[config.mk]
export PLATFORM = sky130hd
export DESIGN_NAME = uri_percent_escape_encoder_core
export DESIGN_NICKNAME = d
export VERILOG_FILES = /design/src/rtl/core/upe_pkg.sv /design/src/rtl/core/upe_fifo.sv /design/src/rtl/core/upe_front.sv /design/src/rtl/core/upe_back.sv /design/src/rtl/core/uri_percent_escape_encoder_core.sv
export SDC_FILE = /design/constraint.sdc
export NUM_CORES = 1
export LEC_CHECK = 0
export BUFFER_PORTS_ARGS = -buffer_cell sky130_fd_sc_hd__clkbuf_2
export CAP_MARGIN = 20
export CORE_MARGIN = 4
export CORE_UTILIZATION = 61
export CTS_BUF_LIST = sky130_fd_sc_hd__clkbuf_8
export CTS_CLUSTER_SIZE = 28
export DETAILED_ROUTE_END_ITERATION = 7
export PLACE_DENSITY = 0.8
export SKIP_LAST_GASP = 1
export SLEW_MARGIN = 15
export SYNTH_ARGS = -nofsm -noshare
export SYNTH_HDL_FRONTEND = slang
export SYNTH_SLANG_ARGS = --single-unit
[constraint.sdc]
create_clock -name clk -period 4.1 [get_ports clk]
set_clock_uncertainty 0.2 [all_clocks]
set_input_delay 0.205 -clock clk [delete_from_list [all_inputs] [get_ports clk]]
set_output_delay 0.205 -clock clk [all_outputs]
set_load 0.05 [all_outputs]
[src/rtl/core/upe_pkg.sv]
// Shared types, constants and lookup functions of the percent-escape encoder.
package upe_pkg;

    localparam int COUNT_WIDTH_DEFAULT = 16;
    localparam int SHOWN_WIDTH = 16;
    localparam int FIFO_DEPTH = 4;

    localparam logic [2:0] MODE_URI     = 3'd0;
    localparam logic [2:0] MODE_ARGS    = 3'd1;
    localparam logic [2:0] MODE_HTML    = 3'd2;
    localparam logic [2:0] MODE_REFRESH = 3'd3;
    localparam logic [2:0] MODE_MEMC_A  = 3'd4;
    localparam logic [2:0] MODE_MEMC_B  = 3'd5;

    localparam logic [7:0] CHAR_PERCENT     = 8'h25;
    localparam logic [7:0] CHAR_ZERO        = 8'h30;
    localparam logic [7:0] CHAR_NINE        = 8'h39;
    localparam logic [7:0] CHAR_LOWER_A     = 8'h61;
    localparam logic [7:0] CHAR_LOWER_F     = 8'h66;
    localparam logic [7:0] CHAR_A_MINUS_TEN = CHAR_LOWER_A - 8'd10;

    // Bit n of each mask is set when byte value n must be escaped.
    localparam logic [255:0] MASK_URI = {
        32'hffffffff, 32'hffffffff, 32'hffffffff, 32'hffffffff,
        32'h80000000, 32'h00000000, 32'h80000029, 32'hffffffff};
    localparam logic [255:0] MASK_ARGS = {
        32'hffffffff, 32'hffffffff, 32'hffffffff, 32'hffffffff,
        32'h80000000, 32'h00000000, 32'h80000829, 32'hffffffff};
    localparam logic [255:0] MASK_HTML = {
        32'hffffffff, 32'hffffffff, 32'hffffffff, 32'hffffffff,
        32'h80000000, 32'h00000000, 32'h000000ad, 32'hffffffff};
    localparam logic [255:0] MASK_REFRESH = {
        32'hffffffff, 32'hffffffff, 32'hffffffff, 32'hffffffff,
        32'h80000000, 32'h00000000, 32'h00000085, 32'hffffffff};
    localparam logic [255:0] MASK_MEMC = {
        32'h00000000, 32'h00000000, 32'h00000000, 32'h00000000,
        32'h00000000, 32'h00000000, 32'h00000021, 32'hffffffff};

    typedef struct packed {
        logic [7:0]             data;
        logic                   esc;
        logic                   fin;
        logic [SHOWN_WIDTH-1:0] count;
    } upe_entry_t;

    typedef enum logic [1:0] {
        PH_PCT,
        PH_HI,
        PH_LO
    } upe_phase_t;

    function automatic logic [255:0] escape_mask(input logic [2:0] mode);
        logic [255:0] mask;
        unique case (mode) inside
            MODE_ARGS:                mask = MASK_ARGS;
            MODE_HTML:                mask = MASK_HTML;
            MODE_REFRESH:             mask = MASK_REFRESH;
            MODE_MEMC_A, MODE_MEMC_B: mask = MASK_MEMC;
            default:                  mask = MASK_URI;
        endcase
        return mask;
    endfunction

    function automatic logic [7:0] hex_char(input logic [3:0] nibble);
        logic [7:0] ch;
        if (nibble < 4'd10)
        begin
            ch = CHAR_ZERO + {4'b0000, nibble};
        end
        else
        begin
            ch = CHAR_A_MINUS_TEN + {4'b0000, nibble};
        end
        return ch;
    endfunction

endpackage

[src/rtl/core/upe_fifo.sv]
// Short request queue between the classifying front end and the output back end.
module upe_fifo (
    input  logic               clk,
    input  logic               rst_n,
    input  logic               push,
    input  upe_pkg::upe_entry_t push_entry,
    input  logic               pop,
    output upe_pkg::upe_entry_t head,
    output logic               empty,
    output logic               full
);
    import upe_pkg::*;

    localparam int PTR_W = (FIFO_DEPTH > 1) ? $clog2(FIFO_DEPTH) : 1;
    localparam int CNT_W = $clog2(FIFO_DEPTH + 1);

    upe_entry_t       mem_reg [FIFO_DEPTH];
    logic [PTR_W-1:0] wr_ptr_reg, wr_ptr_next;
    logic [PTR_W-1:0] rd_ptr_reg, rd_ptr_next;
    logic [CNT_W-1:0] fill_reg, fill_next;

    assign empty = (fill_reg == '0);
    assign full  = (fill_reg == CNT_W'(FIFO_DEPTH));
    assign head  = mem_reg[rd_ptr_reg];

    always_comb
    begin
        wr_ptr_next = wr_ptr_reg;
        rd_ptr_next = rd_ptr_reg;
        fill_next   = fill_reg;
        if (push)
        begin
            wr_ptr_next = (wr_ptr_reg == PTR_W'(FIFO_DEPTH - 1)) ? '0 : wr_ptr_reg + PTR_W'(1);
        end
        if (pop)
        begin
            rd_ptr_next = (rd_ptr_reg == PTR_W'(FIFO_DEPTH - 1)) ? '0 : rd_ptr_reg + PTR_W'(1);
        end
        if (push && !pop)
        begin
            fill_next = fill_reg + CNT_W'(1);
        end
        else if (pop && !push)
        begin
            fill_next = fill_reg - CNT_W'(1);
        end
    end

    always_ff @(posedge clk or negedge rst_n)
    begin
        if (!rst_n)
        begin
            wr_ptr_reg <= '0;
            rd_ptr_reg <= '0;
            fill_reg   <= '0;
        end
        else
        begin
            wr_ptr_reg <= wr_ptr_next;
            rd_ptr_reg <= rd_ptr_next;
            fill_reg   <= fill_next;
        end
    end

    always_ff @(posedge clk)
    begin
        if (push)
        begin
            mem_reg[wr_ptr_reg] <= push_entry;
        end
    end

endmodule

[src/rtl/core/upe_front.sv]
// Front end: mode register, escape table lookup and escaped-byte counter.
module upe_front #(
    parameter int COUNT_WIDTH = upe_pkg::COUNT_WIDTH_DEFAULT
) (
    input  logic               clk,
    input  logic               rst_n,
    input  logic               cfg_we,
    input  logic [2:0]         cfg_data,
    input  logic               in_valid,
    output logic               in_stall,
    input  logic [7:0]         data_byte,
    input  logic               final_byte,
    input  logic               full,
    output logic               push,
    output upe_pkg::upe_entry_t push_entry
);
    import upe_pkg::*;

    localparam logic [COUNT_WIDTH-1:0] CNT_MAX = {COUNT_WIDTH{1'b1}};

    logic [2:0]             mode_reg, mode_next;
    logic [COUNT_WIDTH-1:0] cnt_reg, cnt_next;
    logic [COUNT_WIDTH-1:0] cnt_inc;
    logic [255:0]           mask;
    logic                   esc;
    logic [SHOWN_WIDTH-1:0] shown;

    assign in_stall = full;
    assign push     = in_valid && !full;
    assign mask     = escape_mask(mode_reg);
    assign esc      = mask[data_byte];
    assign cnt_inc  = (esc && (cnt_reg != CNT_MAX)) ? cnt_reg + COUNT_WIDTH'(1) : cnt_reg;

    generate
        if (COUNT_WIDTH > SHOWN_WIDTH)
        begin : g_clamp
            localparam logic [COUNT_WIDTH-1:0] SHOWN_LIMIT = COUNT_WIDTH'({SHOWN_WIDTH{1'b1}});
            assign shown = (cnt_inc > SHOWN_LIMIT) ? {SHOWN_WIDTH{1'b1}} : cnt_inc[SHOWN_WIDTH-1:0];
        end
        else
        begin : g_extend
            assign shown = SHOWN_WIDTH'(cnt_inc);
        end
    endgenerate

    always_comb
    begin
        push_entry.data  = data_byte;
        push_entry.esc   = esc;
        push_entry.fin   = final_byte;
        push_entry.count = shown;
    end

    always_comb
    begin
        mode_next = cfg_we ? cfg_data : mode_reg;
        cnt_next  = cnt_reg;
        if (push)
        begin
            cnt_next = final_byte ? '0 : cnt_inc;
        end
    end

    always_ff @(posedge clk or negedge rst_n)
    begin
        if (!rst_n)
        begin
            mode_reg <= MODE_URI;
            cnt_reg  <= '0;
        end
        else
        begin
            mode_reg <= mode_next;
            cnt_reg  <= cnt_next;
        end
    end

endmodule

[src/rtl/core/upe_back.sv]
// Back end: expands queued requests into output characters through an output register.
module upe_back (
    input  logic                                clk,
    input  logic                                rst_n,
    input  logic                                empty,
    input  upe_pkg::upe_entry_t                 head,
    output logic                                pop,
    output logic                                out_valid,
    input  logic                                out_stall,
    output logic [7:0]                          out_byte,
    output logic                                run_last,
    output logic                                string_done,
    output logic [upe_pkg::SHOWN_WIDTH-1:0]     escaped_count
);
    import upe_pkg::*;

    upe_phase_t             phase_reg, phase_next;
    logic                   valid_reg, valid_next;
    logic [7:0]             byte_reg, byte_next;
    logic                   last_reg, last_next;
    logic                   done_reg, done_next;
    logic [SHOWN_WIDTH-1:0] count_reg, count_next;
    logic                   load;

    assign load          = !valid_reg || !out_stall;
    assign out_valid     = valid_reg;
    assign out_byte      = byte_reg;
    assign run_last      = last_reg;
    assign string_done   = done_reg;
    assign escaped_count = count_reg;

    always_comb
    begin
        phase_next = phase_reg;
        valid_next = valid_reg;
        byte_next  = byte_reg;
        last_next  = last_reg;
        done_next  = done_reg;
        count_next = count_reg;
        pop        = 1'b0;
        if (load)
        begin
            valid_next = !empty;
            if (!empty)
            begin
                count_next = head.count;
                unique case (phase_reg)
                    PH_PCT:
                    begin
                        if (head.esc)
                        begin
                            byte_next  = CHAR_PERCENT;
                            last_next  = 1'b0;
                            done_next  = 1'b0;
                            phase_next = PH_HI;
                        end
                        else
                        begin
                            byte_next = head.data;
                            last_next = 1'b1;
                            done_next = head.fin;
                            pop       = 1'b1;
                        end
                    end
                    PH_HI:
                    begin
                        byte_next  = hex_char(head.data[7:4]);
                        last_next  = 1'b0;
                        done_next  = 1'b0;
                        phase_next = PH_LO;
                    end
                    PH_LO:
                    begin
                        byte_next  = hex_char(head.data[3:0]);
                        last_next  = 1'b1;
                        done_next  = head.fin;
                        pop        = 1'b1;
                        phase_next = PH_PCT;
                    end
                    default:
                    begin
                        phase_next = PH_PCT;
                    end
                endcase
            end
        end
    end

    always_ff @(posedge clk or negedge rst_n)
    begin
        if (!rst_n)
        begin
            phase_reg <= PH_PCT;
            valid_reg <= 1'b0;
        end
        else
        begin
            phase_reg <= phase_next;
            valid_reg <= valid_next;
        end
    end

    always_ff @(posedge clk)
    begin
        byte_reg  <= byte_next;
        last_reg  <= last_next;
        done_reg  <= done_next;
        count_reg <= count_next;
    end

endmodule

[src/rtl/core/uri_percent_escape_encoder_core.sv]
// Top level of the percent-escape encoder: front end, request queue and back end.
// The input channel (in_valid, in_stall, data_byte, final_byte) takes one string byte
// per request; final_byte marks the last byte of a string. The output channel
// (out_valid, out_stall and the result fields) gives one character per request: a byte
// that needs no escape passes through once, an escaped byte gives '%' and two lower-case
// hex digits. Every character carries the saturating count of escaped bytes so far.
// cfg_we and cfg_data write the escape mode; write it only while the block is idle.
// An accepted byte is written into the request queue and then loaded into the output
// register, where its first character appears. The back end emits one character per
// cycle unless the output is stalled: one for a plain byte and three for an escaped one.
// A four-entry queue lets the input side keep accepting while the output is stalled;
// in_stall rises only when that queue is full. A stalled output character holds.
// Reset clears the queue, the output valid, the escaped-byte count and sets the mode
// to the uri table.
module uri_percent_escape_encoder_core #(
    parameter int COUNT_WIDTH = upe_pkg::COUNT_WIDTH_DEFAULT
) (
    input  logic                            clk,
    input  logic                            rst_n,
    input  logic                            cfg_we,
    input  logic [2:0]                      cfg_data,
    input  logic                            in_valid,
    output logic                            in_stall,
    input  logic [7:0]                      data_byte,
    input  logic                            final_byte,
    output logic                            out_valid,
    input  logic                            out_stall,
    output logic [7:0]                      out_byte,
    output logic                            run_last,
    output logic                            string_done,
    output logic [upe_pkg::SHOWN_WIDTH-1:0] escaped_count
);
    import upe_pkg::*;

    upe_entry_t push_entry;
    upe_entry_t head;
    logic       push;
    logic       pop;
    logic       empty;
    logic       full;

    upe_front #(
        .COUNT_WIDTH(COUNT_WIDTH)
    ) u_front (
        .clk        (clk),
        .rst_n      (rst_n),
        .cfg_we     (cfg_we),
        .cfg_data   (cfg_data),
        .in_valid   (in_valid),
        .in_stall   (in_stall),
        .data_byte  (data_byte),
        .final_byte (final_byte),
        .full       (full),
        .push       (push),
        .push_entry (push_entry)
    );

    upe_fifo u_fifo (
        .clk        (clk),
        .rst_n      (rst_n),
        .push       (push),
        .push_entry (push_entry),
        .pop        (pop),
        .head       (head),
        .empty      (empty),
        .full       (full)
    );

    upe_back u_back (
        .clk           (clk),
        .rst_n         (rst_n),
        .empty         (empty),
        .head          (head),
        .pop           (pop),
        .out_valid     (out_valid),
        .out_stall     (out_stall),
        .out_byte      (out_byte),
        .run_last      (run_last),
        .string_done   (string_done),
        .escaped_count (escaped_count)
    );

endmodule

# == Yosys cells after proc, flatten, opt, wreduce, memory -nomap -nowiden ==
# Memory sizes are Yosys's and may differ from the RTL's.
# Index checks and enable logic that the tools add are counted.
# totals
ff_bits,55
mem_bits_rw,104
input_bits,17
out_inout_bits,28
word_cells,80
n_memories,1
# mem_list
name,depth,width,read_ports,rd_clocked_by_memory_dff,wr,line,text
u_fifo.mem_reg,4,26,1,0,1,upe_fifo.sv:17,upe_entry_t mem_reg [FIFO_DEPTH];
# classes
add_sub_neg,9
order_cmp,3
eq_ne,12
muxes,24
bitwise,1
reduce_logical,19
# ops
op,n
$pmux 256 s4,1
$mux 16,2
$mux 8,3
$pmux 8 s3,1
$add 16x1->16 const B,1
$add 7x4->8 const A,2
$ne 16x16->1 const B,1
$add 6x4->7 const A,2
$eq 3x3->1 const B,3
$lt 8x9->1 const B,1
$bmux 1 s8,1
$lt 4x4->1 const B,2
$mux 1,7
$eq 2x2->1 const B,3
$eq 3x2->1 const B,2
$logic_not 1->1,6
$mux 2,3
$mux 3,2
$pmux 1 s3,2
$reduce_and 3->1,2
$add 2x1->2 const B,2
$logic_and 1x1->1,4
$pmux 2 s2,1
$add 3x1->3 const B,1
13 further kinds,13

# == Logic depth before layout (Yosys ltp) ==
# logic_depth
word_depth,8
depth_mapped,11
mapped_depth_nobuf,11

# == By module ==
# Synthesis repeated with hierarchy kept, for this count alone.
# hier_totals
cells_unflattened,466
hier_area_um2,7149.4
# by_module_without_submodules
module,instances,cells_per_inst,area_each_um2,seq_area_each_um2
upe_fifo,1,173,4216.5,3298.2
upe_front,1,191,1614.0,475.5
upe_back,1,102,1318.8,855.8

# == Worst setup path after synthesis ==
# OpenSTA, ideal clock, no wires.
# synth_timing
kind,reg2reg
from,reg u_fifo.fill_reg[0]
to,reg u_fifo.fill_reg[1]
setup_time_ns,0.125
t_arrival_ns,3.250
required_time_ns,3.775
setup_slack_ns,0.526
stages_incl_launch_ff,10
n_path_buf,2
synth_period_minus_slack_ns,3.574
cell_sequence,dfrtp_1 > nor3b_1 > nand2b_1 > clkbuf_1 > inv_1 > clkbuf_1 > ha_1 > inv_1 > fa_1 > mux2_2
# synth_via
word_cells_on_any_way,15
cone_classes,add/sub: 2; eq/ne: 1; mux: 4; reduce/logical: 8
# synth_lines
item,line,text
"start, declared",upe_fifo.sv:20,"logic [CNT_W-1:0] fill_reg, fill_next;"
"start signal, assigned",upe_fifo.sv:61,fill_reg <= fill_next;
$eq 3x3->1,upe_fifo.sv:23,assign full = (fill_reg == CNT_W'(FIFO_DEPTH));
named net in_stall,uri_percent_escape_encoder_core.sv:23,"output logic in_stall,"
$logic_not 1->1,upe_front.sv:29,assign push = in_valid && !full;
$logic_and 1x1->1,upe_front.sv:29,
named net push,uri_percent_escape_encoder_core.sv:37,logic push;
$logic_and 1x1->1,upe_fifo.sv:39,if (push && !pop)
$mux 3,upe_fifo.sv:39,
named net u_fifo.fill_next[1],upe_fifo.sv:20,
# The timed path passes the listed nets, and every way through them passes these cells. The select of a mux whose other input is x is not followed.
# A chain may end at the register's enable or synchronous reset.

# == Worst setup path after layout ==
# layout_timing
from,reg u_fifo.rd_ptr_reg[0]
to,reg u_fifo.fill_reg[1]
# layout_via
elab_chain_cells,8
word_cells_on_any_way,10
cone_classes,mux: 5; reduce/logical: 4; memory: 1
# layout_lines
item,line,text
"start, declared",upe_fifo.sv:19,"logic [PTR_W-1:0] rd_ptr_reg, rd_ptr_next;"
"start signal, assigned",upe_fifo.sv:60,rd_ptr_reg <= rd_ptr_next;
$mem_v2 4x26,-,
$mux 1,upe_back.sv:50,if (head.esc)
$pmux 1 s2,upe_back.sv:47,unique case (phase_reg)
$mux 1,upe_back.sv:44,if (!empty)
$mux 1,upe_back.sv:41,if (load)
$logic_not 1->1,upe_fifo.sv:39,
$logic_and 1x1->1,upe_fifo.sv:39,
$mux 3,upe_fifo.sv:39,
named net u_fifo.fill_next[1],upe_fifo.sv:20,
# The timed path passes the listed nets, and every way through them passes these cells.

==> flow_summary.yaml <==
outcome:
  outcome: "complete, no violations"
yosys:
  synth-async-reset-ratio_pct: 18.24
  synth_warnings: 0
  mappedNetlistArea_sq_um: 7028
  syn_area_per_cell_sq_um: 14.61
  synthDistinctLibCells: 57
  synth_top_flop_cell: "edfxtp_1"
  post_synthesis_instance_total: 481
  post_synth_main_area_contributors: "edfxtp_1 (56%), dfrtp_1 (10%), mux4_2 (8.0%)"
  syn-num-nets: 512
  synth-seq-area-share_pct: 65.87
  synth_area_leader_cell: "edfxtp_1"
  post_synth_edffs: 130
  postSynthRegisterBits: 159
  yosysTopAreaCellShare_pct: 55.55
placement:
  place_area_sq_um: 7402
  gpl.final_weighted_congestion: 0.8908
  dp.final_hpwl_mm: 9.140
  dp_slack_ps: 1102
  portBuffers: 44
power:
  power_switching_share_pct: 38.18
  p_leak_nw: 2.933
  power.clock.fraction_pct: 19.2
  power.internal_mw: 3.687
  total_power_mw: 5.964
  netSwitchingPower_mw: 2.277
  comb_power_share_pct: 37.1
  power.share.sequential_pct: 43.7
  power_per_cell_area_nw_per_um2: 746.2
  vdd_drop_max_mv: 0.5036
drt:
  detail_route.iter0.violations: 404
  route.final.wire_length_mm: 14.04
  detailroute.via_count: 4340
  drc: 0
  ant_nets: 0
  wl_per_cell_microns: 20.00
  first_pass_iters: 5
  routed_via_density: 6.182
worst_setup_path:
  biggest_fanout_along_the_worst_timing_path: 14
  timing.critical_path.to_type: "register"
  critPathLaunchType: "register"
  type_of_the_worst_setup_path: "reg -> reg"
  ff2ff_path_depth: 7
  crit_arrival_ps: 3170
  critical_path_required_ps: 4260
final_layout:
  fill_cell_total_of_the_finished_layout: 703
  area.growth.synth_to_final_pct: 13.73
  final_nets: 580
  post-route-util_pct: 72.15
  most_common_cell_after_layout_fill_and_taps_aside: "edfxtp_1"
  largest_register_ffs: 104
  footprint_of_the_flip_flops_and_latches_sq_um: 4631
  multi_input_comb_area_sq_um: 2226
  final_layout_size_suffix_gt1_share_pct: 21.71
  final_cell_mix: "edfxtp_1 (130), clkbuf_2 (44), nand2_1 (39)"
  antenna-diode-count: 0
  post_layout_inst_area_sq_um: 7993
worst_hold_path:
  hp-class: "in -> reg"
  worst_hold_path.num_cells: 5
flow_run:
  drv_cap: 0
timing:
  finalSetupViolations: 0
  worst_margin_slew_ps: 849.9
  fmax_mhz: 331.8
  post-route-period-util_pct: 73.51
  totalNegativeSetupSlack_ps: 0
  maxSlewViolCount: 0
  final_critical_path_setup_slack_ps: 1086
  report.final.hold_viol_count: 0
  max_slew_margin_pct: 43.22
  post-route-min-period_ps: 3014
  rsz0062_at_grt: "no"
cts:
  cts_root_buffer: "clkbuf_8"
  cts_inserted_buffers: 17
  buffer_count_from_post_cts_setup_fixing: 0
  cts_max_level: 4
  cts_tree: "yes"
  worst_setup_hold_path_clk_slew_ps: 80
  clk_latency_ps: 470
  clk_path_buf_depth: 2
  cts.sink_count: 159
floorplan:
  die_area_sq_um: 13300
  chipWidth_microns: 115.3
  die-height_microns: 115.3
  design.portCount: 45
  core-area_sq_um: 11080
  rows: 38
  floorplan.initialDensity_pct: 63.44
global_route:
  grt_start_max_net_pins: 30
  first_global_vias: 4295
  grtUsageTotal_pct: 22.62
  overflow: 0
  grt_first_pass_wirelength_mm: 22.38
  antenna_found_initial: 0
==> metrics by stage <==
step,hold slack [ps],cells
after floorplan,-290.6,481
after global placement,109.3,651
after detailed placement,123.8,651
after CTS,44.21,702
after global routing,79.49,702
final,66.15,702
==> routing by layer <==
| layer | vias to the layer above | share of wire (%) | global-route usage (%) |
|---|---|---|---|
| met5 | - | 0 | 0 |
| met4 | 0 | 1.7 | 6.964 |
| met3 | 24 | 6.1 | 6.263 |
| met2 | 189 | 50 | 37.15 |
| met1 | 2135 | 42 | 29.76 |
| li1 | 1992 | - | - |
==> final timing paths <==
check | startpoint | endpoint | slack, ps
min reg2reg | u_fifo.fill_reg[2] | u_fifo.fill_reg[2] | 290
min in group asynchronous | rst_n | u_fifo.wr_ptr_reg[1] | 150
max in group asynchronous | rst_n | u_fifo.rd_ptr_reg[0] | 3000
min | in_valid | u_front.cnt_reg[11] | 70
max | u_fifo.rd_ptr_reg[0] | u_fifo.fill_reg[1] | 1090
max reg2reg | u_fifo.rd_ptr_reg[0] | u_fifo.fill_reg[1] | 1090
==> repair_timing <==
action,in CTS,in global routing
hold buffers,19,0
resized for setup,0,0
hold endpoints to repair,72,0
endpoints found under the setup margin,0,0
==> worst max-delay path: stages (launching register included) <==
cell and delay, ps:
dfrtp_2 620, mux4_2 670, o21ai_0 190, nand2_1 180
ha_1 280, inv_1 80, fa_1 420, mux2_2 270
==> power by group through the flow <==
stage / clock (mW) / sequential [mW] / combinational [mW]
5_1_grt: 1.23 / 2.65 / 2.39
6_report: 1.15 / 2.60 / 2.21
3_5_place_dp: 0 / 2.64 / 2.19
4_1_cts: 1.17 / 2.61 / 2.22
2_1_floorplan: 0 / 3.02 / 1.24
3_3_place_gp: 0 / 2.60 / 2.12
==> area by class of cell <==
cell class	count	area share [%]
inverters	24	1.127
clock inverters	13	1.738
flip-flops and latches	159	57.94
repair buffers	71	5.886
well taps	140	2.192
multi-input cells	276	27.85
clock buffers	19	3.272
==> cells by family after synthesis <==
group           after synthesis  share of synthesized area (%)
buf+inv                      46                          2.510
fa+ha+maj                    14                          2.599
simple gates                132                          10.13
xor+xnor                     19                          2.368
flops                       159                          65.87
mux                          34                          9.382
compound gates               77                          7.139
==> synth_stat cells (all sizes together), types with 4 or more instances <==
cell type / instances
o211ai: 7
xor2: 4
a21oi: 16
xnor2: 15
buf: 4
or3: 4
nand2: 39
nor2: 14
inv: 24
mux2: 5
nor3: 10
clkbuf: 18
o21ai: 23
mux4: 25
o311ai: 6
mux2i: 4
dfrtp: 29
nand2b: 6
nand4: 10
a31oi: 5
and3: 10
and4: 4
nand3: 10
ha: 13
and2: 10
edfxtp: 130
Note: power is estimated with default switching activity, not from simulation.
